===== src/hrp_pkg.sv =====
// Package for the hex record parser: phase codes, kinds, error codes, commands.
// No dependencies.
package hrp_pkg;

	typedef enum logic [2:0] {
		PH_IDLE = 3'd0,
		PH_HEX  = 3'd1,
		PH_TAIL = 3'd2,
		PH_SKIP = 3'd3,
		PH_ERR  = 3'd4,
		PH_DONE = 3'd5
	} phase_t;

	typedef enum logic [1:0] {
		ACT_CHAR    = 2'd0,
		ACT_END     = 2'd1,
		ACT_RESTART = 2'd2,
		ACT_NONE    = 2'd3
	} action_t;

	localparam logic [1:0] KIND_DATA = 2'd0;
	localparam logic [1:0] KIND_DONE = 2'd1;
	localparam logic [1:0] KIND_ERR  = 2'd2;

	localparam logic [3:0] E_NONE    = 4'd0;
	localparam logic [3:0] E_EMPTY   = 4'd1;
	localparam logic [3:0] E_COLON   = 4'd2;
	localparam logic [3:0] E_HEX     = 4'd3;
	localparam logic [3:0] E_SUM     = 4'd4;
	localparam logic [3:0] E_SHORT   = 4'd5;
	localparam logic [3:0] E_COUNT   = 4'd6;
	localparam logic [3:0] E_DLONG   = 4'd7;
	localparam logic [3:0] E_ENDCNT  = 4'd8;
	localparam logic [3:0] E_EXTCNT  = 4'd9;
	localparam logic [3:0] E_TYPE    = 4'd10;
	localparam logic [3:0] E_JUMP    = 4'd11;
	localparam logic [3:0] E_TOOLONG = 4'd12;

	localparam logic [7:0] REC_DATA = 8'h00;
	localparam logic [7:0] REC_EOF  = 8'h01;
	localparam logic [7:0] REC_SEG  = 8'h02;
	localparam logic [7:0] REC_LIN  = 8'h04;

	// Controller states.
	typedef enum logic [2:0] {
		ST_IN,     // waiting for an item
		ST_CLOSE,  // line checks decided, apply result
		ST_EMIT,   // send data bytes one per cycle while out_ready
		ST_PAD,    // compute pad count
		ST_FIN,    // send finished item
		ST_ERROUT  // send error item
	} ctl_state_t;

	// Commands from controller to datapath.
	typedef struct packed {
		logic take_char;    // process the held character
		logic restart;      // clear all parse state
		logic clear_line;   // clear line state after a close
		logic set_idle;     // phase back to idle
		logic set_err;      // phase to error stop
		logic set_done;     // phase to finished
		logic load_upper;   // extended address record accepted
		logic emit_load;    // start data byte emission
		logic emit_step;    // current data byte taken
		logic pad_start;    // start pad computation
	} hrp_cmd_t;

	// Status from datapath to controller.
	typedef struct packed {
		logic       stopped;
		logic       has_text;
		logic [3:0] close_err;
		logic       close_eof;
		logic       close_ext;
		logic       close_data;
		logic       emit_last;
		logic       pad_busy;
		logic       is_newline; // held character ends the line
		logic       emit_zero;  // data record carries no bytes
	} hrp_stat_t;

	function automatic logic is_space(input logic [7:0] c);
		return c == 8'h20 || c == 8'h09 || c == 8'h0d || c == 8'h0b || c == 8'h0c;
	endfunction

	function automatic logic [4:0] hex_val(input logic [7:0] c);
		if (c >= "0" && c <= "9") return {1'b1, 4'(c - "0")};
		if (c >= "a" && c <= "f") return {1'b1, 4'(c - "a" + 8'd10)};
		if (c >= "A" && c <= "F") return {1'b1, 4'(c - "A" + 8'd10)};
		return 5'd0;
	endfunction

endpackage


===== src/hrp_dp.sv =====
// Datapath of the hex record parser: line buffer, sums, addresses, pad unit.
// Depends on hrp_pkg.
module hrp_dp #(
	parameter int MAX_DATA_BYTES = 16,
	parameter int LINE_BYTES     = 21
) (
	input  logic              clk,
	input  logic              arst_n,
	input  logic [7:0]        chr,
	input  hrp_pkg::hrp_cmd_t cmd,
	output hrp_pkg::hrp_stat_t stat,
	output logic [7:0]        emit_byte,
	output logic [31:0]       emit_addr,
	output logic [31:0]       next_addr,
	output logic [31:0]       pad
);
	localparam int IW = $clog2(LINE_BYTES + 1);

	hrp_pkg::phase_t phase_q;
	logic            text_q, pend_q;
	logic [3:0]      hnib_q, ferr_q;
	logic [IW-1:0]   cnt_q;
	logic [7:0]      sum_q;
	logic [7:0]      buf_q [LINE_BYTES];
	logic [15:0]     upper_q;
	logic [31:0]     next_q;
	logic [IW-1:0]   eidx_q, erem_q;
	logic [31:0]     eaddr_q;
	logic [31:0]     pv_q, pad_q;
	logic [5:0]      plen_q, pones_q;
	logic            pbusy_q;

	logic [4:0]  hv;
	logic [7:0]  nb;
	logic [7:0]  f0, f1, f2, f3, f4, f5;
	logic [IW-1:0] bc;
	logic [31:0] rec_addr;

	assign hv = hrp_pkg::hex_val(chr);
	assign nb = {hnib_q, hv[3:0]};
	assign f0 = buf_q[0];
	assign f1 = buf_q[1];
	assign f2 = buf_q[2];
	assign f3 = buf_q[3];
	assign f4 = buf_q[4];
	assign f5 = buf_q[5];
	assign bc = cnt_q - IW'(5);
	assign rec_addr = {upper_q, f1, f2};

	// Line close decision and the remaining status flags.
	always_comb begin
		stat.stopped    = phase_q == hrp_pkg::PH_ERR || phase_q == hrp_pkg::PH_DONE;
		stat.has_text   = text_q;
		stat.emit_last  = erem_q <= IW'(1);
		stat.pad_busy   = pbusy_q;
		stat.is_newline = chr == 8'h0a;
		stat.emit_zero  = bc == '0;
		stat.close_err  = hrp_pkg::E_NONE;
		stat.close_eof  = 1'b0;
		stat.close_ext  = 1'b0;
		stat.close_data = 1'b0;
		if (ferr_q != hrp_pkg::E_NONE) stat.close_err = ferr_q;
		else if (phase_q == hrp_pkg::PH_IDLE) stat.close_err = hrp_pkg::E_EMPTY;
		else if (pend_q) stat.close_err = hrp_pkg::E_HEX;
		else if (sum_q != 8'd0) stat.close_err = hrp_pkg::E_SUM;
		else if (cnt_q < IW'(5)) stat.close_err = hrp_pkg::E_SHORT;
		else if (9'(bc) != {1'b0, f0}) stat.close_err = hrp_pkg::E_COUNT;
		else if (f3 == hrp_pkg::REC_DATA) begin
			if (9'(bc) > 9'(MAX_DATA_BYTES)) stat.close_err = hrp_pkg::E_DLONG;
			else if (rec_addr != next_q) stat.close_err = hrp_pkg::E_JUMP;
			else stat.close_data = 1'b1;
		end else if (f3 == hrp_pkg::REC_EOF) begin
			if (bc != '0) stat.close_err = hrp_pkg::E_ENDCNT;
			else stat.close_eof = 1'b1;
		end else if (f3 == hrp_pkg::REC_SEG || f3 == hrp_pkg::REC_LIN) begin
			if (bc != IW'(2)) stat.close_err = hrp_pkg::E_EXTCNT;
			else stat.close_ext = 1'b1;
		end else stat.close_err = hrp_pkg::E_TYPE;
	end

	assign emit_byte = buf_q[eidx_q];
	assign emit_addr = eaddr_q;
	assign next_addr = next_q;
	assign pad       = pad_q;

	// Line buffer; only entries written in the current line are read.
	always_ff @(posedge clk) begin
		if (cmd.take_char && phase_q == hrp_pkg::PH_HEX && hv[4] && pend_q &&
		    cnt_q < IW'(LINE_BYTES))
			buf_q[cnt_q] <= nb;
	end

	always_ff @(posedge clk or negedge arst_n) begin
		if (!arst_n) begin
			phase_q <= hrp_pkg::PH_IDLE;
			text_q  <= 1'b0;
			pend_q  <= 1'b0;
			hnib_q  <= '0;
			ferr_q  <= '0;
			cnt_q   <= '0;
			sum_q   <= '0;
			upper_q <= '0;
			next_q  <= '0;
			eidx_q  <= '0;
			erem_q  <= '0;
			eaddr_q <= '0;
			pv_q    <= '0;
			pad_q   <= '0;
			plen_q  <= '0;
			pones_q <= '0;
			pbusy_q <= 1'b0;
		end else begin
			if (cmd.restart) begin
				phase_q <= hrp_pkg::PH_IDLE;
				upper_q <= '0;
				next_q  <= '0;
			end
			if (cmd.restart || cmd.clear_line) begin
				text_q <= 1'b0;
				pend_q <= 1'b0;
				hnib_q <= '0;
				ferr_q <= '0;
				cnt_q  <= '0;
				sum_q  <= '0;
			end
			if (cmd.set_idle) phase_q <= hrp_pkg::PH_IDLE;
			if (cmd.set_err)  phase_q <= hrp_pkg::PH_ERR;
			if (cmd.set_done) phase_q <= hrp_pkg::PH_DONE;
			if (cmd.load_upper) upper_q <= {f4, f5};
			if (cmd.emit_load) begin
				eidx_q  <= IW'(4);
				erem_q  <= bc;
				eaddr_q <= rec_addr;
			end
			if (cmd.emit_step) begin
				eidx_q  <= eidx_q + IW'(1);
				erem_q  <= erem_q - IW'(1);
				eaddr_q <= eaddr_q + 32'd1;
				next_q  <= next_q + 32'd1;
			end
			// Pad unit: scans the size one bit a cycle for length and ones.
			// A start on the last data byte counts that byte as well.
			if (cmd.pad_start) begin
				pv_q    <= cmd.emit_step ? next_q + 32'd1 : next_q;
				plen_q  <= '0;
				pones_q <= '0;
				pbusy_q <= 1'b1;
			end else if (pbusy_q) begin
				if (pv_q != '0) begin
					plen_q  <= plen_q + 6'd1;
					pones_q <= pones_q + 6'(pv_q[0]);
					pv_q    <= pv_q >> 1;
				end else begin
					pbusy_q <= 1'b0;
					if (next_q == '0 || pones_q == 6'd1) pad_q <= '0;
					else pad_q <= 32'((33'd1 << plen_q) - {1'b0, next_q});
				end
			end
			if (cmd.take_char) begin
				text_q <= 1'b1;
				case (phase_q)
					hrp_pkg::PH_IDLE: begin
						if (!hrp_pkg::is_space(chr)) begin
							if (chr == ":") phase_q <= hrp_pkg::PH_HEX;
							else begin
								phase_q <= hrp_pkg::PH_SKIP;
								if (ferr_q == '0)
									ferr_q <= (chr == 8'd0) ? hrp_pkg::E_EMPTY
									                        : hrp_pkg::E_COLON;
							end
						end
					end
					hrp_pkg::PH_HEX: begin
						if (hv[4]) begin
							if (pend_q) begin
								pend_q <= 1'b0;
								if (cnt_q >= IW'(LINE_BYTES)) begin
									phase_q <= hrp_pkg::PH_SKIP;
									if (ferr_q == '0) ferr_q <= hrp_pkg::E_TOOLONG;
								end else begin
									cnt_q <= cnt_q + IW'(1);
									sum_q <= sum_q + nb;
								end
							end else begin
								hnib_q <= hv[3:0];
								pend_q <= 1'b1;
							end
						end else if (hrp_pkg::is_space(chr)) phase_q <= hrp_pkg::PH_TAIL;
						else if (chr == 8'd0) phase_q <= hrp_pkg::PH_SKIP;
						else begin
							phase_q <= hrp_pkg::PH_SKIP;
							if (ferr_q == '0) ferr_q <= hrp_pkg::E_HEX;
						end
					end
					hrp_pkg::PH_TAIL: begin
						if (!hrp_pkg::is_space(chr)) begin
							phase_q <= hrp_pkg::PH_SKIP;
							if (chr != 8'd0 && ferr_q == '0) ferr_q <= hrp_pkg::E_HEX;
						end
					end
					default: ;
				endcase
			end
		end
	end
endmodule


===== config.mk =====
export PLATFORM = sky130hd
export DESIGN_NAME = hrp_dp
export DESIGN_NICKNAME = d
export VERILOG_FILES = /design/src/hrp_pkg.sv /design/src/hrp_dp.sv
export SDC_FILE = /design/constraint.sdc
export NUM_CORES = 1
export LEC_CHECK = 0
export BUFFER_PORTS_ARGS = -buffer_cell sky130_fd_sc_hd__clkbuf_2
export CORE_UTILIZATION = 30
export CTS_CLUSTER_SIZE = 25
export DETAILED_ROUTE_END_ITERATION = 6
export PLACE_DENSITY_LB_ADDON = 0.3
export SKIP_CTS_REPAIR_TIMING = 1
export SLEW_MARGIN = 25
export SYNTH_ARGS = -nofsm -noshare
export SYNTH_HDL_FRONTEND = slang
export SYNTH_SLANG_ARGS = --single-unit

===== constraint.sdc =====
create_clock -name clk -period 7.4 [get_ports clk]
set_clock_uncertainty 0.05 [all_clocks]
set_input_delay 1.48 -clock clk [delete_from_list [all_inputs] [get_ports clk]]
set_output_delay 1.48 -clock clk [all_outputs]
set_load 0.005 [all_outputs]

==> results_dict.tcl, run 1 <==
set metrics [dict create \
    clock_path_buffers 3 \
    cts_buffers 44 \
    drv_slew 0 \
    finalCritPeriodShare 0.718 \
    grt_pass1_wl_um 92100 \
    gp_congestion 0.881 \
    hold_path_class "reg2reg" \
    dr.pass1.iters 5 \
    r2r-start "plen_q[4]$_DFFE_PN0P_" \
    status "finished, final reports clean" \
    async_reset_ff_frac 0.501 \
    wirelength_um 59700 \
    multi_input_area_sq_um 9500 \
    path_max_fanout 15 \
    synthDistinctLibCells 73 \
    crit_start "cnt_q[0]$_DFF_PN0_" \
    antenna_found_initial 1 \
    cpPeakStageDelay_ps 650 \
    worst_ep_arrival_time_ps 3780 \
    cpMaxStageDelayCell "dfrtp_1" \
    relSlewSlack 0.282 \
    cts-root-buf "clkbuf_16" \
    place_hpwl_um 43000 \
    clock_latency_ps 580 \
    htreeDepth 2 \
    rows 96 \
    reg2reg_slack_ps 3550 \
    ant_nets 0 \
    synth_area_per_cell_sq_um 11.0 \
    critical_path.endpoint "stat[10]" \
    via_count 15100 \
    dieArea_sq_um 70300 \
    hold_violations 0 \
    setup-violations-final 0 \
    cts_tree "built" \
    worstSetupEndpointType "primary output" \
    synthFlopType "dfrtp_1" \
    worst-r2r-cell-count 13 \
    post_dp_cell_area_sq_um 22300 \
    setup_slack_ps 2090 \
    peakVddDrop_v 0.000169 \
    drive_gt1_frac 0.150 \
    grt_setup_unrepaired "false" \
    worstHoldPathCells 1 \
    cp.buffers_inverters 2 \
    port_buffers 136 \
    syn_inst 1893 \
    seq_area_frac_synth 0.510 \
    syn2layout_area_growth_pct 14.3 \
    core_sq_um 68600 \
    synth_edf_count 192 \
    grt_pass1_vias 15200 \
    crit_required_ps 5870 \
    worst-setup-path-type "reg2out" \
    max_freq_mhz 188 \
    initial_core_util 0.303 \
    overflow 0 \
    tightest_slew_ps 1070 \
    syn-num-nets 1979 \
    final-seq-area_sq_um 10600 \
    fin_nets 2058 \
    fin_crit_ps 5310 \
    die_w_um 265 \
    ios 137 \
    finalSetupTns_ps 0 \
    crit_family "simple AND/OR/NAND/NOR gates" \
    holdWs_ps 437 \
    via_per_inst 5.16 \
    dp_slack_ps 2320 \
    finalInstanceArea_sq_um 23700 \
    cp_num_cells 10 \
    drv_cap 0 \
    grt_max_degree 77 \
    remaining_drc_errors 0 \
    cts_sinks 385 \
    p_leak_nw 9.28 \
    clk_pin_slew_ps 60 \
    path_cells "inv_1 -> ha_1 -> xnor2_1 -> or4_1 -> nor3_1 -> and3_1 -> nand3_1 -> a2111oi_0 -> or2_2 -> clkbuf_2" \
    antenna_cells 0 \
    synth-seq-cells 385 \
    yosysWarnings 0 \
    num-fill-cells 6852 \
    wl_per_cell_um 20.3 \
    synth_area_sq_um 20800 \
    timing.rr.end "pad[28]$_DFFE_PN0P_" \
    grt_usage 0.169 \
    power.density_nw_per_um2 237 \
    drtIter0Drc 1432 \
    final_util 0.346 \
    cp-start-kind "flip-flop" \
    die_h_um 265 \
]
-- synthesized netlist by cell type, types with 28 or more instances --
master,count,area (sq um)
mux4_2,56,1260
dfrtp_1,193,4830
xor2_1,36,315
mux2i_1,60,601
a21o_1,28,210
inv_1,62,233
clkbuf_1,86,323
o21ai_0,142,711
ha_1,64,801
nand2b_1,29,181
a21oi_1,91,455
nand3_1,60,300
nand2_1,181,679
edfxtp_1,192,5770
xnor2_1,105,920
nand4_1,36,225
nor2_1,136,510
-- flip-flops by register name (all words and copies together) (netlist names), 4 cells and up --
| name | flops |
|---|---|
| cnt_q | 5 |
| plen_q | 6 |
| eidx_q | 5 |
| emit_addr | 32 |
| ferr_q | 4 |
| erem_q | 5 |
| upper_q | 16 |
| sum_q | 8 |
| pones_q | 6 |
| buf_q | 192 |
| pad | 32 |
| next_addr | 32 |
| pv_q | 32 |
| hnib_q | 4 |
-- stage by stage --
step	total power, W	cells
5_1_grt	0.00589	2933
2_1_floorplan	0.00313	1893
4_1_cts	0.00570	2932
3_5_place_dp	0.00352	2856
6_report	0.00564	2933
3_3_place_gp	0.00351	2856
-- final cells by class --
| type | count | area share |
|---|---|---|
| Tap cell | 931 | 0.0491 |
| Inverter | 62 | 0.00981 |
| Multi-Input combinational cell | 1330 | 0.400 |
| Clock inverter | 19 | 0.00923 |
| Clock buffer | 57 | 0.0506 |
| Timing Repair Buffer | 149 | 0.0341 |
| Sequential cell | 385 | 0.447 |
-- how the worst min path moves through the flow --
stage          slack [ps]                      to                  start
6_report              440      text_q$_DFFE_PN0P_     text_q$_DFFE_PN0P_
5_1_grt               460      text_q$_DFFE_PN0P_     text_q$_DFFE_PN0P_
3_5_place_dp          430      text_q$_DFFE_PN0P_     text_q$_DFFE_PN0P_
3_3_place_gp          420      text_q$_DFFE_PN0P_     text_q$_DFFE_PN0P_
4_1_cts               450      text_q$_DFFE_PN0P_     text_q$_DFFE_PN0P_
2_1_floorplan         400  upper_q[7]$_DFFE_PN0P_  buf_q[5][7]$_DFFE_PP_
-- metal layers --
| layer | track usage | routed length, um | up-vias |
|---|---|---|---|
| li1 | - | - | 7078 |
| met4 | 0.0428 | 1230 | 2 |
| met5 | 0 | 12 | - |
| met3 | 0.0278 | 2880 | 74 |
| met1 | 0.221 | 26100 | 7611 |
| met2 | 0.289 | 29500 | 375 |
-- report_power, final --
part	total [W]	internal [W]	switching, W	leakage [nW]
Combinational	0.000916	0.000431	0.000485	4.21
Sequential	0.00255	0.00237	0.000182	4.39
Clock	0.00217	0.00126	0.000910	0.685
-- cells in the final DEF, fill, tap and decap left out, types with 6 or more instances in the layout --
cell type / count
mux2i_1: 60
a31oi_1: 15
nor2b_1: 27
clkbuf_2: 134
nand3_1: 60
nand3b_1: 11
or2_2: 8
nor4_1: 24
o21ai_0: 141
mux4_2: 56
nand2b_1: 29
xor2_1: 36
nor3b_1: 8
a211oi_1: 22
a21o_1: 28
nor2_1: 135
o21a_1: 6
a32o_1: 7
buf_4: 13
clkbuf_1: 9
clkbuf_16: 45
nand4_1: 36
and4_1: 9
o31ai_1: 9
xnor2_1: 105
o21bai_1: 6
and3_1: 18
and2_1: 13
dfrtp_1: 188
edfxtp_1: 192
inv_1: 62
nor3_1: 23
or3_1: 7
ha_1: 64
nand2_1: 180
a21oi_1: 91
a22o_1: 23
-- kinds of logic after synthesis --
group                      count (synthesis)  share of synthesized area
AOI/OAI and AO/OA                        392                      0.119
xor gates and xnor gates                 141                     0.0595
adders and majority gates                 66                     0.0405
buffers and inverters                    178                     0.0337
DFF                                      385                      0.510
muxes                                    118                     0.0907
and+or+nand+nor                          613                      0.147
Note: power is estimated with default switching activity, not from simulation.
==> run 2, diff against run 1 <==
==> constraint.sdc (replaced) <==
create_clock -name clk -period 4.33 [get_ports clk]
set_clock_uncertainty 0.05 [all_clocks]
set_input_delay 0.866 -clock clk [delete_from_list [all_inputs] [get_ports clk]]
set_output_delay 0.866 -clock clk [all_outputs]
set_load 0.005 [all_outputs]
==> run 2 against run 1 <==
  * Count of clock-buffer cells in the layout is 3 higher
  * Combinational power is 91% higher
  * Global-route usage is 0.48 points higher
  * Power rose by 74%
  * Via count increased by 1.8%
  * Critical path depth down 1
  * Sequential cell count stayed put
  * Utilization rose by 0.49 points
  * Final area grew 1.4%
==> results_dict.tcl, run 2 (same netlist as run 1, synthesis figures left out) <==
set metrics [dict create \
    p_total_w 0.00981 \
    cpPeakStageDelay_ps 670 \
    path_cells "xnor2_1 -> nand4_1 -> nor4_2 -> and4b_1 -> nand2_1 -> a41oi_1 -> o21ai_0 -> a21o_1 -> clkbuf_2" \
    wl_per_cell_um 20.5 \
    peakVddDrop_v 0.000347 \
    cts_tree "built" \
    grt_setup_unrepaired "false" \
    cts_sinks 385 \
    setup_slack_ps 159 \
    grt_usage 0.173 \
    port_buffers 136 \
    drive_gt1_frac 0.167 \
    ant_nets 0 \
    cts_buffers 43 \
    grt_max_degree 85 \
    cts-root-buf "clkbuf_16" \
    layout_common_cells "edfxtp_1, dfrtp_1, nand2_1, o21ai_0, nor2_1" \
    finalSetupTns_ps 0 \
    grt_pass1_vias 15400 \
    final_common_cell "edfxtp_1" \
    place_inst 2896 \
    worstSetupEndpointType "primary output" \
    path_max_fanout 10 \
    htreeDepth 2 \
    place_hpwl_um 44100 \
    setup-violations-final 0 \
    core_sq_um 68600 \
    fin_crit_ps 4170 \
    grt_pass1_wl_um 94300 \
    antenna_found_initial 3 \
    antenna_cells 0 \
    worst-setup-path-type "reg2out" \
    syn2layout_area_growth_pct 15.9 \
    crit_required_ps 3410 \
    hold_violations 0 \
    clock_latency_ps 570 \
    finalCritPeriodShare 0.963 \
    dieArea_sq_um 70300 \
    regMostFlops "buf_q" \
    drv_cap 0 \
    clk_pin_slew_ps 60 \
    via_per_inst 5.18 \
    gp_congestion 0.874 \
    worst_ep_arrival_time_ps 3260 \
    worst-r2r-cell-count 13 \
    initial_core_util 0.303 \
    hold_path_class "in2async" \
    remaining_drc_errors 0 \
    final-seq-area_sq_um 10600 \
    via_count 15400 \
    cp-start-kind "flip-flop" \
    crit_start "next_addr[27]$_DFFE_PN0P_" \
    cpMaxStageDelayCell "dfrtp_1" \
    ios 137 \
    num-fill-cells 6838 \
    die_w_um 265 \
    fin_nets 2098 \
    status "finished, final reports clean" \
    tightest_slew_ps 962 \
    rows 96 \
    finalNonFillerCells 2976 \
    relSlewSlack 0.359 \
    multi_input_area_sq_um 9510 \
    largest_register_ffs 192 \
    dr.pass1.iters 5 \
    timing.rr.end "pad[28]$_DFFE_PN0P_" \
    drv_slew 0 \
    final_util 0.351 \
    max_freq_mhz 240 \
    clock_path_buffers 3 \
    die_h_um 265 \
    drtIter0Drc 1161 \
    power.density_nw_per_um2 408 \
    r2r-start "plen_q[4]$_DFFE_PN0P_" \
    p_leak_nw 9.52 \
    wirelength_um 61100 \
    overflow 0 \
    reg2reg_slack_ps 480 \
    dp_slack_ps 436 \
]
==> run 2: changes by cell type in the layout (fill, tap and decap cells not counted), sizes merged <==
cell	previous run	this run
bufinv	3	4
clkbuf	192	195
clkinvlp	4	3
buf	14	55
clkinv	9	8
==> run 2: where the power goes <==
part / leakage (nW) / switching, W / total (W) / internal (W)
clock network: 0.698 / 0.00154 / 0.00376 / 0.00222
registers: 4.37 / 0.000256 / 0.00431 / 0.00405
logic: 4.45 / 0.000949 / 0.00175 / 0.000800
==> run 2: how the worst max path moves through the flow <==
stage / to / cells past startpoint / slack [ps]
finish: stat[7] / 9 / 160
global route: stat[10] / 10 / 10
CTS: stat[7] / 9 / -190
detailed placement: stat[7] / 9 / 440
global placement: stat[7] / 9 / 420
floorplan: sum_q[7]$_DFF_PN0_ / 13 / 400
==> run 2: critical path, delay by kind of cell, from the launching register on <==
kind,cells,cell delay [ps]
buffers and inverters,1,110
and+or+nand+nor,4,1170
xor gates and xnor gates,1,220
AOI/OAI and AO/OA,3,510
DFF,1,670
==> run 2: area by class of cell <==
class,instances,area share
Timing Repair Buffer,190,0.0466
Sequential cell,385,0.440
Multi-Input combinational cell,1330,0.395
Clock inverter,18,0.00915
Inverter,62,0.00967
Tap cell,931,0.0484
Clock buffer,60,0.0507
==> run 2: through the flow <==
stage | cell area (sq um) | hold WS, ps
3_3_place_gp | 22600 | 415
4_1_cts | 24000 | 319
3_5_place_dp | 22600 | 424
6_report | 24100 | 267
5_1_grt | 24100 | 335
2_1_floorplan | 20800 | 399
==> run 2: routing by layer <==
layer / vias up / global-route usage / part of all wire
li1: 7161 / - / -
met1: 7749 / 0.224 / 0.43
met2: 411 / 0.294 / 0.49
met3: 82 / 0.0293 / 0.055
met4: 2 / 0.0553 / 0.028
met5: - / 0 / 0.00020
