--- src/hrp_pkg.sv ---
// Package for the hex record parser: phase codes, kinds, error codes, commands.
// No dependencies.
package hrp_pkg;

	typedef enum logic [2:0] {
		PH_IDLE = 3'd0,
		PH_HEX  = 3'd1,
		PH_TAIL = 3'd2,
		PH_SKIP = 3'd3,
		PH_ERR  = 3'd4,
		PH_DONE = 3'd5
	} phase_t;

	typedef enum logic [1:0] {
		ACT_CHAR    = 2'd0,
		ACT_END     = 2'd1,
		ACT_RESTART = 2'd2,
		ACT_NONE    = 2'd3
	} action_t;

	localparam logic [1:0] KIND_DATA = 2'd0;
	localparam logic [1:0] KIND_DONE = 2'd1;
	localparam logic [1:0] KIND_ERR  = 2'd2;

	localparam logic [3:0] E_NONE    = 4'd0;
	localparam logic [3:0] E_EMPTY   = 4'd1;
	localparam logic [3:0] E_COLON   = 4'd2;
	localparam logic [3:0] E_HEX     = 4'd3;
	localparam logic [3:0] E_SUM     = 4'd4;
	localparam logic [3:0] E_SHORT   = 4'd5;
	localparam logic [3:0] E_COUNT   = 4'd6;
	localparam logic [3:0] E_DLONG   = 4'd7;
	localparam logic [3:0] E_ENDCNT  = 4'd8;
	localparam logic [3:0] E_EXTCNT  = 4'd9;
	localparam logic [3:0] E_TYPE    = 4'd10;
	localparam logic [3:0] E_JUMP    = 4'd11;
	localparam logic [3:0] E_TOOLONG = 4'd12;

	localparam logic [7:0] REC_DATA = 8'h00;
	localparam logic [7:0] REC_EOF  = 8'h01;
	localparam logic [7:0] REC_SEG  = 8'h02;
	localparam logic [7:0] REC_LIN  = 8'h04;

	// Controller states.
	typedef enum logic [2:0] {
		ST_IN,     // waiting for an item
		ST_CLOSE,  // line checks decided, apply result
		ST_EMIT,   // send data bytes one per cycle while out_ready
		ST_PAD,    // compute pad count
		ST_FIN,    // send finished item
		ST_ERROUT  // send error item
	} ctl_state_t;

	// Commands from controller to datapath.
	typedef struct packed {
		logic take_char;    // process the held character
		logic restart;      // clear all parse state
		logic clear_line;   // clear line state after a close
		logic set_idle;     // phase back to idle
		logic set_err;      // phase to error stop
		logic set_done;     // phase to finished
		logic load_upper;   // extended address record accepted
		logic emit_load;    // start data byte emission
		logic emit_step;    // current data byte taken
		logic pad_start;    // start pad computation
	} hrp_cmd_t;

	// Status from datapath to controller.
	typedef struct packed {
		logic       stopped;
		logic       has_text;
		logic [3:0] close_err;
		logic       close_eof;
		logic       close_ext;
		logic       close_data;
		logic       emit_last;
		logic       pad_busy;
		logic       is_newline; // held character ends the line
		logic       emit_zero;  // data record carries no bytes
	} hrp_stat_t;

	function automatic logic is_space(input logic [7:0] c);
		return c == 8'h20 || c == 8'h09 || c == 8'h0d || c == 8'h0b || c == 8'h0c;
	endfunction

	function automatic logic [4:0] hex_val(input logic [7:0] c);
		if (c >= "0" && c <= "9") return {1'b1, 4'(c - "0")};
		if (c >= "a" && c <= "f") return {1'b1, 4'(c - "a" + 8'd10)};
		if (c >= "A" && c <= "F") return {1'b1, 4'(c - "A" + 8'd10)};
		return 5'd0;
	endfunction

endpackage

--- src/hrp_ctl.sv ---
// Controller of the hex record parser: sequences items, line closes and results.
// Depends on hrp_pkg.
module hrp_ctl (
	input  logic               clk,
	input  logic               arst_n,
	input  logic               in_valid,
	input  logic [1:0]         in_action,
	output logic               in_ready,
	input  logic               out_ready,
	output logic               out_valid,
	output logic [1:0]         out_kind,
	output logic [3:0]         out_err,
	output logic               out_last,
	output logic               out_emit,
	output hrp_pkg::hrp_cmd_t  cmd,
	input  hrp_pkg::hrp_stat_t stat
);
	hrp_pkg::ctl_state_t state_q, state_d;
	logic                eoi_q, eoi_d;
	logic [3:0]          err_q, err_d;

	always_ff @(posedge clk or negedge arst_n) begin
		if (!arst_n) begin
			state_q <= hrp_pkg::ST_IN;
			eoi_q   <= 1'b0;
			err_q   <= '0;
		end else begin
			state_q <= state_d;
			eoi_q   <= eoi_d;
			err_q   <= err_d;
		end
	end

	always_comb begin
		state_d   = state_q;
		eoi_d     = eoi_q;
		err_d     = err_q;
		cmd       = '0;
		in_ready  = 1'b0;
		out_valid = 1'b0;
		out_kind  = hrp_pkg::KIND_DATA;
		out_err   = hrp_pkg::E_NONE;
		out_last  = 1'b0;
		out_emit  = 1'b0;
		case (state_q)
			hrp_pkg::ST_IN: begin
				in_ready = 1'b1;
				if (in_valid) begin
					case (in_action)
						hrp_pkg::ACT_RESTART: cmd.restart = 1'b1;
						hrp_pkg::ACT_CHAR:
							if (!stat.stopped) state_d = hrp_pkg::ST_CLOSE;
						hrp_pkg::ACT_END:
							if (!stat.stopped) state_d = hrp_pkg::ST_CLOSE;
						default: ;
					endcase
					eoi_d = in_action == hrp_pkg::ACT_END;
				end
			end
			hrp_pkg::ST_CLOSE: begin
				// Character held from the accepted item is handled here.
				state_d = hrp_pkg::ST_IN;
				if (eoi_q && !stat.has_text) begin
					cmd.pad_start = 1'b1;
					state_d = hrp_pkg::ST_PAD;
				end else if (eoi_q || stat.is_newline) begin
					cmd.clear_line = 1'b1;
					if (stat.close_err != hrp_pkg::E_NONE) begin
						err_d = stat.close_err;
						cmd.set_err = 1'b1;
						state_d = hrp_pkg::ST_ERROUT;
					end else if (stat.close_eof) begin
						cmd.pad_start = 1'b1;
						state_d = hrp_pkg::ST_PAD;
					end else begin
						cmd.set_idle = 1'b1;
						if (stat.close_ext) cmd.load_upper = 1'b1;
						if (stat.close_data && !stat.emit_zero) begin
							cmd.emit_load = 1'b1;
							state_d = hrp_pkg::ST_EMIT;
						end else if (eoi_q) begin
							cmd.pad_start = 1'b1;
							state_d = hrp_pkg::ST_PAD;
						end
					end
				end else cmd.take_char = 1'b1;
			end
			hrp_pkg::ST_EMIT: begin
				out_valid = 1'b1;
				out_emit  = 1'b1;
				out_last  = stat.emit_last && !eoi_q;
				if (out_ready) begin
					cmd.emit_step = 1'b1;
					if (stat.emit_last) begin
						if (eoi_q) begin
							cmd.pad_start = 1'b1;
							state_d = hrp_pkg::ST_PAD;
						end else state_d = hrp_pkg::ST_IN;
					end
				end
			end
			hrp_pkg::ST_PAD: if (!stat.pad_busy) state_d = hrp_pkg::ST_FIN;
			hrp_pkg::ST_FIN: begin
				out_valid = 1'b1;
				out_kind  = hrp_pkg::KIND_DONE;
				out_last  = 1'b1;
				if (out_ready) begin
					cmd.set_done = 1'b1;
					state_d = hrp_pkg::ST_IN;
				end
			end
			hrp_pkg::ST_ERROUT: begin
				out_valid = 1'b1;
				out_kind  = hrp_pkg::KIND_ERR;
				out_err   = err_q;
				out_last  = 1'b1;
				if (out_ready) state_d = hrp_pkg::ST_IN;
			end
			default: state_d = hrp_pkg::ST_IN;
		endcase
	end
endmodule

--- config.mk ---
export PLATFORM = sky130hd
export DESIGN_NAME = hrp_ctl
export DESIGN_NICKNAME = d
export VERILOG_FILES = /design/src/hrp_pkg.sv /design/src/hrp_ctl.sv
export SDC_FILE = /design/constraint.sdc
export NUM_CORES = 1
export LEC_CHECK = 0
export CELL_PAD_IN_SITES_DETAIL_PLACEMENT = 0
export CELL_PAD_IN_SITES_GLOBAL_PLACEMENT = 2
export CORE_MARGIN = 2
export CORE_UTILIZATION = 28
export DETAILED_ROUTE_END_ITERATION = 8
export DONT_BUFFER_PORTS = 1
export PLACE_DENSITY_LB_ADDON = 0.05
export SLEW_MARGIN = 20
export SYNTH_ARGS = -nofsm -noshare
export SYNTH_HDL_FRONTEND = slang
export SYNTH_SLANG_ARGS = --single-unit
--- constraint.sdc ---
create_clock -name clk -period 1.55 [get_ports clk]
set_input_delay 0.0775 -clock clk [delete_from_list [all_inputs] [get_ports clk]]
set_output_delay 0.0775 -clock clk [all_outputs]
set_load 0.02 [all_outputs]
==> metrics.md, run 1 <==
| Metric | Value |
|---|---|
| Clock Latency Late Sink | `0.26 ns` |
| Maximum number of buffers from clock root to sink | `2` |
| Design Area, Final | `between 1000 and 1500 um^2` |
| Shortest clock period the worst path allows after layout | `around 1.7 ns` |
| Most frequent cells after synthesis | `nor2_1 (9), dfrtp_1 (8), and2_1 (5), and3_1 (5)` |
| Global router's overall resource usage | `15.2%` |
| Top cell type's share of synthesized area | `29.6%` |
| DRC | `0` |
| Hold crit path type | `primary input to flop` |
| Maximum number of pins on one net before global-route repair | `11` |
| Routed Wire Length | `2140 um` |
| GR Overflow Total | `0` |
| Clock root cell | `clkbuf_4` |
| Final worst clock skew | `0.00914 ns` |
| Leakage Power | `0.495 nW` |
| Largest cells by area after synthesis | `dfrtp_1 (30%), nor2_1 (5.0%), and2_1 (4.6%)` |
| Input/output buffers | `0` |
| Worst Setup Slack, final | `-0.102 ns` |
| CTS clk-pin slew, worst paths | `0.07 ns` |
| Number of antenna diodes | `0` |
| Worst hold-check slack | `-0.00620 ns` |
| Total half-perimeter wirelength after legalization and detailed placement | `1560 um` |
| Kind of cell adding the most delay to the critical path | `simple AND/OR/NAND/NOR gates` |
| Data required time of the critical path | `1.47 ns` |
| Residual antenna-violating net count after detailed routing | `0` |
| Die Wd | `53.1 um` |
| Worst voltage drop across the vdd grid | `1030 uV` |
| Avg Synthesized Cell Area | `8.55 um^2` |
| Maximum achievable frequency | `about 600 MHz` |
| Type of origin of the critical path | `flop` |
| Share of layout cells above drive strength 1 | `between 40 and 50%` |
| Areal power density over the cells | `1700 nW/um^2` |
| Core area | `around 2300 um^2` |
| Final core utilization | `roughly 48%` |
| Failing checks | `hold timing, setup timing` |
| Critical Path, Cell by Cell | `or3b_4 -> nor4_4 -> and2_4` |
| Reg-to-reg endpoint | `err_q[3]` |
| Worst reg-to-reg path cell count | `5` |
| Share of synthesized registers carrying an async set or reset | `100%` |
| Critical path capture point | `cmd[2]` |
| Sink count of the clock tree | `8` |
| First-pass GRT wire length | `approximately 3000 um` |
| Top FF cell, synth | `dfrtp_1` |
| Max H-tree Level | `1` |
| Cell area after placement | `805 um^2` |
| Via count | `691` |
| Final period util | `107%` |
| Kind of critical path | `flop to output pin` |
| Slowest cell delay on critical path | `0.44 ns` |
| Post-route insts no fill | `~140` |
| CP max stage cell | `or3b_4` |
| Post-Synthesis Cell Area | `about 680 um^2` |
| Number of placed cells counting well taps | `between 100 and 150` |
| Post-synth EDFFs | `0` |
| Highest fanout seen on the critical path | `3` |
| Pre-CTS worst setup slack | `0.0760 ns` |
| First-pass iteration count of the detailed router | `4` |
| TritonCTS buffer count | `3` |
| WL per Instance | `approximately 16 um` |
| Arrival time worst endpoint | `1.57 ns` |
| Worst reg2reg path startpoint | `state_q[1]` |
| Number of global-route vias before repair | `607` |
| Count leader, synth | `nor2_1` |
| Net Count, Synth | `a little under 100` |
| # nets final | `129` |
| Hold path startpoint | `in_action[1]` |
| Register area share after synthesis | `29.6%` |
| Run status | `finished, violations left` |
| Vias per Instance | `5.08` |
| Number of buffer and inverter stages on the critical path | `0` |
| Violation count after the first detailed-route iteration | `12` |
| Type of destination of the critical path | `output pin` |
| Slew Viols, Final | `0` |
| Flops & latches, synth | `8` |
| Post-Synthesis Cells | `79` |
| TritonCTS clock tree | `yes` |
| Count of endpoints failing hold in the final timing report | `1` |
| Final-report setup violation count | `9` |
| Layout overhead on the synthesized area | `58.9%` |
| Num ports | `39` |
| Antenna violations before repair | `0` |
| Starting utilization of the core area | `roughly 30%` |
| WP depth | `3` |
| RSZ-0062 raised after global routing | `yes` |
| Count of unique library cells instantiated by Yosys | `35` |
| Max-cap violations | `0` |
| Cell row count | `17` |
| Library cell with the largest summed area after synthesis | `dfrtp_1` |
| Reg-to-reg slack, setup | `-0.03 ns` |
| Transition time at the pin with the least slew margin | `0.451 ns` |
| Relative slew margins | `between 60% and 70%` |
| Yosys warnings | `0` |
| Start point of the critical path | `state_q[1]` |
| Die Y | `around 53 um` |
| Area enclosed by the die boundary | `2820 um^2` |
| Routability congestion estimate | `0.683` |
[layout by cell type (no fill, tap or decap), types with 2 or more instances in the layout]
cell and instances:
o21ai_0 2, inv_1 3, dfrtp_1 8, buf_4 19, and2b_1 2, and2_4 2
and2_1 3, nor2_1 8, clkbuf_4 3, nand2b_1 2, nor3b_1 2, dlygate4sd3_1 7
nand2_1 3, a21oi_1 4, and3_1 5, mux2_2 2, buf_6 3, nand2b_4 2
[power by group]
part           switching, W  internal (W)  total (W)
combinational      0.000687      0.000611    0.00130
clock             0.0000814     0.0000892   0.000171
sequential        0.0000501      0.000302   0.000352
[cell families (layout without fill, tap and decap cells)]
kind of cell	after synthesis	after routing	synth area share [%]
AO/OA/AOI/OAI	15	15	15.6
buffers and inverters	8	37	6.67
AND/OR/NAND/NOR	45	45	43.3
flip-flops	8	8	29.6
multiplexers	3	3	4.81
[worst register-to-register path, stage by stage (launching register included)]
cell and delay (ns):
dfrtp_1 0.39, or3b_4 0.44, buf_12 0.15, nor2_4 0.11, nand2_4 0.10, mux2_2 0.28
[how the worst min path moves through the flow]
stage               slack, ns  cells past startpoint    end
floorplan               -0.22                      0  eoi_q
global placement        -0.22                      0  eoi_q
detailed placement      -0.22                      0  eoi_q
CTS                     0.006                      2  eoi_q
global route            0.005                      2  eoi_q
finish                 -0.006                      2  eoi_q
[registers in the layout, summed over array words and instances (netlist names)]
name and cells:
state_q 3, err_q 4, eoi_q 1
[layout make-up]
cell class              instances  area [um^2]
clock buffers                   3         22.5
well taps                      28         35.0
repair buffers                 30          267
fillers                       234         1180
multi-input cells              63          532
inverters                       4         17.5
flip-flops and latches          8          200
[metrics by stage]
stage / total power [W] / TNS, ns / hold WS, ns
final: 0.00182 / -0.504 / -0.00620
after global routing: 0.00194 / -0.973 / 0.00485
after detailed placement: 0.00132 / 0 / -0.218
after floorplan: 0.00103 / -0.247 / -0.218
after global placement: 0.00132 / 0 / -0.218
after CTS: 0.00159 / -0.462 / 0.00553
[routing by layer]
metal	share of wire, %	track usage, %	wire length (um)
met3	5.9	3.11	125
met1	48	21.9	1030
met4	0.42	6.41	9
met5	0	0	0
met2	45	21.5	969
[what timing repair did]
| action | 4_1_cts | 5_1_grt |
|---|---|---|
| buffers inserted | 4 | 5 |
| pin swaps | 5 | 7 |
| hold buffers | 7 | 0 |
| resized for setup | 7 | 15 |
| gates cloned | 0 | 0 |
| setup endpoints to repair | 6 | 8 |
| hold endpoints to repair | 14 | 0 |
Note: power is estimated with default switching activity, not from simulation.
==> run 2: changes to the inputs <==
--- a/config.mk
+++ b/config.mk
@@ -9,3 +9,4 @@
 export CELL_PAD_IN_SITES_GLOBAL_PLACEMENT = 2
-export CORE_MARGIN = 2
+export CORE_ASPECT_RATIO = 1.2
+export CORE_MARGIN = 3
 export CORE_UTILIZATION = 28
==> constraint.sdc (replaced) <==
create_clock -name clk -period 1.55 [get_ports clk]
set_input_delay 0.31 -clock clk [delete_from_list [all_inputs] [get_ports clk]]
set_output_delay 0.31 -clock clk [all_outputs]
set_load 0.02 [all_outputs]
==> metrics.md, run 2 (synthesized netlist as in run 1, its figures left out) <==
| Metric | Value |
|---|---|
| Run status | `finished, violations left` |
| Failing checks | `setup timing` |
| Internal | `0.00105 W (+4.7%)` |
| Shortest clock period the worst path allows after layout | `1.85 ns (+0.195 ns)` |
| Relative slew margins | `78.0% (+8.1 points)` |
| Die Y | `59.8 um (+13%)` |
| Total half-perimeter wirelength after legalization and detailed placement | `1570 um (+0.17%)` |
| Residual antenna-violating net count after detailed routing | `0 (unchanged)` |
| Cell row count | `18 (+1)` |
| Filler Cells Inserted | `228 (-2.6%)` |
| Areal power density over the cells | `1720 nW/um^2 (+1.1%)` |
| WL per Instance | `13.9 um (-12%)` |
| TritonCTS buffer count | `3 (unchanged)` |
| Sw frac | `43.1% (-1.9 points)` |
| Worst hold-check slack | `0.220 ns (+0.226 ns)` |
| Clock Latency Late Sink | `0.24 ns (-0.02 ns)` |
| Most common library cell in the layout ignoring fill and taps | `buf_4` |
| Routed Wire Length | `1890 um (-12%)` |
| First-pass iteration count of the detailed router | `3 (-1)` |
| Share of layout cells above drive strength 1 | `58.5% (+14 points)` |
| Number of antenna diodes | `0 (unchanged)` |
| Most used cells in the layout excluding fill and tap cells | `buf_4 (21), dfrtp_1 (8), nor2_1 (7)` |
| Count of endpoints failing hold in the final timing report | `0 (-1)` |
| Maximum achievable frequency | `542 MHz (-11%)` |
| Routability congestion estimate | `0.745 (+9.2%)` |
| Share of power burned in the clock network | `7.7% (-1.7 points)` |
| Worst Setup Slack, final | `-0.297 ns (-0.195 ns)` |
| Biggest registers after layout | `err_q x4, state_q x3, eoi_q x1` |
| Starting utilization of the core area | `30.9% (+0.96 points)` |
| Transition time at the pin with the least slew margin | `0.329 ns (-0.122 ns)` |
| Cell area after placement | `867 um^2 (+7.8%)` |
| Logic pwr share | `72.4% (+1.1 points)` |
| Max H-tree Level | `1 (unchanged)` |
| Num ports | `39 (unchanged)` |
| Kind of critical path | `flop to output pin` |
| Layout overhead on the synthesized area | `59.1%` |
| Input/output buffers | `0 (unchanged)` |
| Hold crit path type | `primary input to flop` |
| Pre-CTS worst setup slack | `-0.209 ns (-0.285 ns)` |
| # nets final | `127 (-1.6%)` |
| First-pass GRT wire length | `2800 um (-6.7%)` |
| Global router's overall resource usage | `12.1% (-3.1 points)` |
| Final worst clock skew | `0.00393 ns (-0.00521 ns)` |
| Final period util | `119% (+13 points)` |
| Highest fanout seen on the critical path | `3 (unchanged)` |
| Fraction of power consumed by sequential logic | `19.9% (+0.6 points)` |
| Type of destination of the critical path | `output pin` |
| Area used by multi-input combinational logic | `553 um^2 (+4.0%)` |
| Violation count after the first detailed-route iteration | `16 (+4)` |
| Max FFs per register | `4 (unchanged)` |
| RSZ-0062 raised after global routing | `yes` |
| DRC | `0 (unchanged)` |
| Number of global-route vias before repair | `642 (+5.8%)` |
| Maximum number of buffers from clock root to sink | `2 (unchanged)` |
| Type of origin of the critical path | `flop` |
| Leakage Power | `0.478 nW (-3.3%)` |
| Antenna violations before repair | `0 (unchanged)` |
| CTS clk-pin slew, worst paths | `0.05 ns (-0.02 ns)` |
| Arrival time worst endpoint | `1.54 ns (-0.03 ns)` |
| GR Overflow Total | `0 (unchanged)` |
| Design Area, Final | `1070 um^2 (+0.12%)` |
| Maximum number of pins on one net before global-route repair | `13 (+2)` |
| Top register by number of flip-flops | `err_q` |
| Worst voltage drop across the vdd grid | `880 uV (-14%)` |
| Area enclosed by the die boundary | `3040 um^2 (+7.8%)` |
| Vias per Instance | `5.06 (-0.43%)` |
| Slew Viols, Final | `0 (unchanged)` |
| Clock root cell | `clkbuf_4` |
| TritonCTS clock tree | `yes` |
| Final-report setup violation count | `20 (+11)` |
| Max-cap violations | `0 (unchanged)` |
| Sw power | `0.000794 W (-3.0%)` |
| Data required time of the critical path | `1.24 ns (-0.23 ns)` |
| Register area | `200 um^2 (unchanged)` |
| Via count | `688 (-0.43%)` |
| Sink count of the clock tree | `8 (unchanged)` |
| Core area | `2180 um^2 (-3.1%)` |
| Die Wd | `50.8 um (-4.3%)` |
run 2: cell types whose count changed in the layout (fill, tap and decap cells not counted), moves of 2 or more:
cell | previous run | this run
buf_4 | 19 | 21
and2_4 | 2 | 4
buf_6 | 3 | 5
and3_4 | 0 | 5
and2_1 | 3 | 0
dlygate4sd3_1 | 7 | 1
and3_1 | 5 | 0
run 2: final timing paths:
path | start | end | slack, ns | depth (start not counted)
max | state_q[2] | cmd[2] | -0.30 | 3
min | stat[8] | err_q[1] | 0.22 | 1
min in group asynchronous | arst_n | err_q[1] | 0.40 | 1
max in group asynchronous | arst_n | state_q[1] | 0.90 | 1
min reg2reg | err_q[1] | err_q[1] | 0.51 | 1
max reg2reg | state_q[2] | err_q[3] | -0.16 | 6
run 2: power by group through the flow:
stage / clock network [W] / registers, W / logic, W
after global routing: 0.000161 / 0.000379 / 0.00144
final: 0.000142 / 0.000366 / 0.00134
after floorplan: 0 / 0.000344 / 0.000716
after CTS: 0.000149 / 0.000369 / 0.00121
after global placement: 0 / 0.000363 / 0.00106
after detailed placement: 0 / 0.000366 / 0.00105
run 2: area by class of cell:
class / instances / share of cell area [%]
multi-input combinational: 63 / 51.5
timing repair buffer: 28 / 22.7
sequential: 8 / 18.6
tap: 30 / 3.49
clock buffer: 3 / 2.10
inverter: 4 / 1.63
run 2: worst max-delay path, stage by stage (launching register included):
cell	delay, ns
dfrtp_1	0.37
or3b_4	0.44
nor4_4	0.26
and2_4	0.22
run 2: layer usage:
metal	up-vias	wire length [um]	GRT usage, %	share of wire, %
met3	2	73	1.25	3.9
met2	15	1030	22.2	55
met5	-	0	0	0
met4	0	6	4.62	0.32
li1	341	-	-	-
met1	330	771	14.3	41
run 2: through the flow:
step	TNS, ns	power [W]	std cells	utilization, %
final	-2.79	0.00184	136	49.2
after global routing	-4.08	0.00198	136	49.2
after CTS	-2.88	0.00173	130	45.7
after detailed placement	-0.878	0.00142	124	39.7
after global placement	-0.816	0.00142	124	39.7
after floorplan	-1.68	0.00106	79	-
run 2: timing repair:
item	CTS	global route
gates resized for setup	29	7
endpoints found under the hold margin	8	0
setup endpoints to repair	19	25
setup buffers	2	6
hold buffers	1	0
pin swaps	7	9
==> run 3: changes to the inputs <==
- CAP_MARGIN: unset -> 20
- CORE_MARGIN: 3 -> 2
==> metrics.md, run 3 (synthesized netlist as in run 1, its figures left out) <==
| Metric | Value |
|---|---|
| Sink count of the clock tree | `8 (unchanged)` |
| Share of layout cells above drive strength 1 | `58.5% (unchanged)` |
| Slowest cell delay on critical path | `0.44 ns (about the same)` |
| WL per Instance | `13.8 um (-0.36%)` |
| Num ports | `39 (unchanged)` |
| Number of antenna diodes | `0 (unchanged)` |
| First-pass GRT wire length | `2990 um (+6.9%)` |
| Shortest clock period the worst path allows after layout | `1.86 ns (+0.00857 ns)` |
| Residual antenna-violating net count after detailed routing | `0 (unchanged)` |
| Type of origin of the critical path | `flop` |
| Critical Path, Cell by Cell | `or3b_4 -> nor4_4 -> and2_4` |
| Starting utilization of the core area | `29.6% (-1.3 points)` |
| Highest fanout seen on the critical path | `4 (+1)` |
| Clock Latency Late Sink | `0.25 ns (about the same)` |
| Final-report setup violation count | `20 (unchanged)` |
| Vias per Instance | `5.08 (+0.42%)` |
| Worst hold path cell count | `1 (unchanged)` |
| Failing checks | `setup timing` |
| Die Wd | `48.8 um (-3.9%)` |
| Maximum achievable frequency | `539 MHz (-0.46%)` |
| Top register by number of flip-flops | `err_q` |
| Area enclosed by the die boundary | `2820 um^2 (-7.1%)` |
| Maximum number of buffers from clock root to sink | `2 (unchanged)` |
| DR top layer | `met4` |
| Worst voltage drop across the vdd grid | `885 uV (+0.50%)` |
| Transition time at the pin with the least slew margin | `0.346 ns (+0.0171 ns)` |
| Max-cap violations | `0 (unchanged)` |
| CTS clk-pin slew, worst paths | `0.05 ns (about the same)` |
| Max FFs per register | `4 (unchanged)` |
| Total half-perimeter wirelength after legalization and detailed placement | `1540 um (-1.8%)` |
| Number of global-route vias before repair | `688 (+7.2%)` |
| Slew Viols, Final | `0 (unchanged)` |
| Kind of critical path | `flop to output pin` |
| Met2 wirelength from detailed routing | `1020 um (-1.2%)` |
| Via count | `696 (+1.2%)` |
| Worst reg-to-reg path cell count | `6 (unchanged)` |
| Area used by multi-input combinational logic | `543 um^2 (-1.8%)` |
| GR Overflow Total | `0 (unchanged)` |
| Fraction of power consumed by sequential logic | `20.3% (+0.4 points)` |
| RSZ-0062 raised after global routing | `yes` |
| Data required time of the critical path | `1.24 ns (about the same)` |
| Relative slew margins | `76.9% (-1.1 points)` |
| Cell row count | `19 (+1)` |
| Layout overhead on the synthesized area | `57.0%` |
| Hold crit path type | `primary input to flop` |
| Run status | `finished, violations left` |
| Arrival time worst endpoint | `1.55 ns (about the same)` |
| TritonCTS buffer count | `3 (unchanged)` |
| Most common library cell in the layout ignoring fill and taps | `buf_4` |
| First-pass iteration count of the detailed router | `4 (+1)` |
| Antenna violations before repair | `0 (unchanged)` |
| Pre-CTS worst setup slack | `-0.201 ns (+0.00757 ns)` |
| Count of endpoints failing hold in the final timing report | `0 (unchanged)` |
| Violation count after the first detailed-route iteration | `12 (-4)` |
| Die Y | `57.8 um (-3.3%)` |
| Global router's overall resource usage | `13.8% (+1.8 points)` |
| # nets final | `127 (unchanged)` |
| Internal | `0.00105 W (+0.29%)` |
| Sw frac | `43.0% (-0.046 points)` |
| Input/output buffers | `0 (unchanged)` |
| Type of destination of the critical path | `output pin` |
| Detail Route met3 WL | `77 um (+5.5%)` |
| Filler Cells Inserted | `250 (+9.6%)` |
| DRC | `0 (unchanged)` |
| Register area | `200 um^2 (unchanged)` |
| Final core utilization | `46.5% (-2.7 points)` |
| Clock root cell | `clkbuf_4` |
| Worst Setup Slack, final | `-0.305 ns (-0.00857 ns)` |
| Biggest registers after layout | `err_q x4, state_q x3, eoi_q x1` |
| Routability congestion estimate | `0.719 (-3.5%)` |
| Most used cells in the layout excluding fill and tap cells | `buf_4 (20), dfrtp_1 (8), nor2_1 (7), buf_6 (7), and3_4 (5)` |
| Leakage Power | `0.475 nW (-0.66%)` |
| Met1 layer wirelength in the final routing | `778 um (+0.91%)` |
| Maximum number of pins on one net before global-route repair | `13 (unchanged)` |
| Max H-tree Level | `1 (unchanged)` |
| Areal power density over the cells | `1740 nW/um^2 (+1.5%)` |
| Sw power | `0.000795 W (about the same)` |
| Routed Wire Length | `1890 um (+0.37%)` |
| Core area | `2280 um^2 (+4.5%)` |
| CP max stage cell | `or3b_4` |
| Share of power burned in the clock network | `8.1% (+0.4 points)` |
| Final worst clock skew | `0.00158 ns (-0.00234 ns)` |
| Final period util | `120% (+0.55 points)` |
| TritonCTS clock tree | `yes` |
| Logic pwr share | `71.6% (-0.8 points)` |
[run 3: through the flow]
| stage | total power, W | std cells | instance area (um^2) | TNS, ns | hold WS, ns |
|---|---|---|---|---|---|
| 2_1_floorplan | 0.00106 | 79 | 704 | -1.68 | 0.0144 |
| 3_3_place_gp | 0.00139 | 126 | 863 | -0.862 | 0.0146 |
| 3_5_place_dp | 0.00139 | 126 | 863 | -0.902 | 0.0146 |
| 4_1_cts | 0.00170 | 132 | 981 | -2.94 | 0.198 |
| 5_1_grt | 0.00198 | 137 | 1060 | -4.15 | 0.200 |
| 6_report | 0.00185 | 137 | 1060 | -2.91 | 0.207 |
[run 3: critical path: cells and delay by family, from the launching register on]
family	cells	cell delay (ns)
and+or+nand+nor	3	0.93
DFF	1	0.37
[run 3: power by group through the flow]
stage	Sequential [W]	Combinational, W	Clock (W)
after floorplan	0.000344	0.000716	0
after global placement	0.000373	0.00101	0
after detailed placement	0.000372	0.00101	0
after CTS	0.000373	0.00117	0.000158
after global routing	0.000388	0.00142	0.000166
final	0.000375	0.00132	0.000150
[run 3: final cells by class]
class	instances	area share (%)
clock buffer	3	2.12
timing repair buffer	28	22.5
multi-input combinational	63	51.2
tap	31	3.66
inverter	4	1.65
sequential	8	18.9
[run 3: timing repair]
item,4_1_cts,5_1_grt
buffers inserted,2,6
hold buffers,1,0
gates resized for setup,26,12
endpoints found under the hold margin,8,0
endpoints found under the setup margin,20,27
pin swaps,6,14
[run 3: metal layers]
metal | track usage [%] | up-vias
met4 | 6.12 | 0
li1 | - | 339
met2 | 24.1 | 18
met5 | 0 | -
met1 | 16.7 | 337
met3 | 2.58 | 2
[run 3: path summary, 6_finish.rpt]
path | from | endpoint | slack [ns]
setup / recovery | state_q[1] | cmd[2] | -0.31
hold / removal | stat[8] | err_q[1] | 0.21
setup reg to reg | state_q[1] | err_q[3] | -0.16
hold reg to reg | err_q[2] | err_q[2] | 0.51
max in group asynchronous | arst_n | state_q[1] | 0.90
min in group asynchronous | arst_n | err_q[2] | 0.40
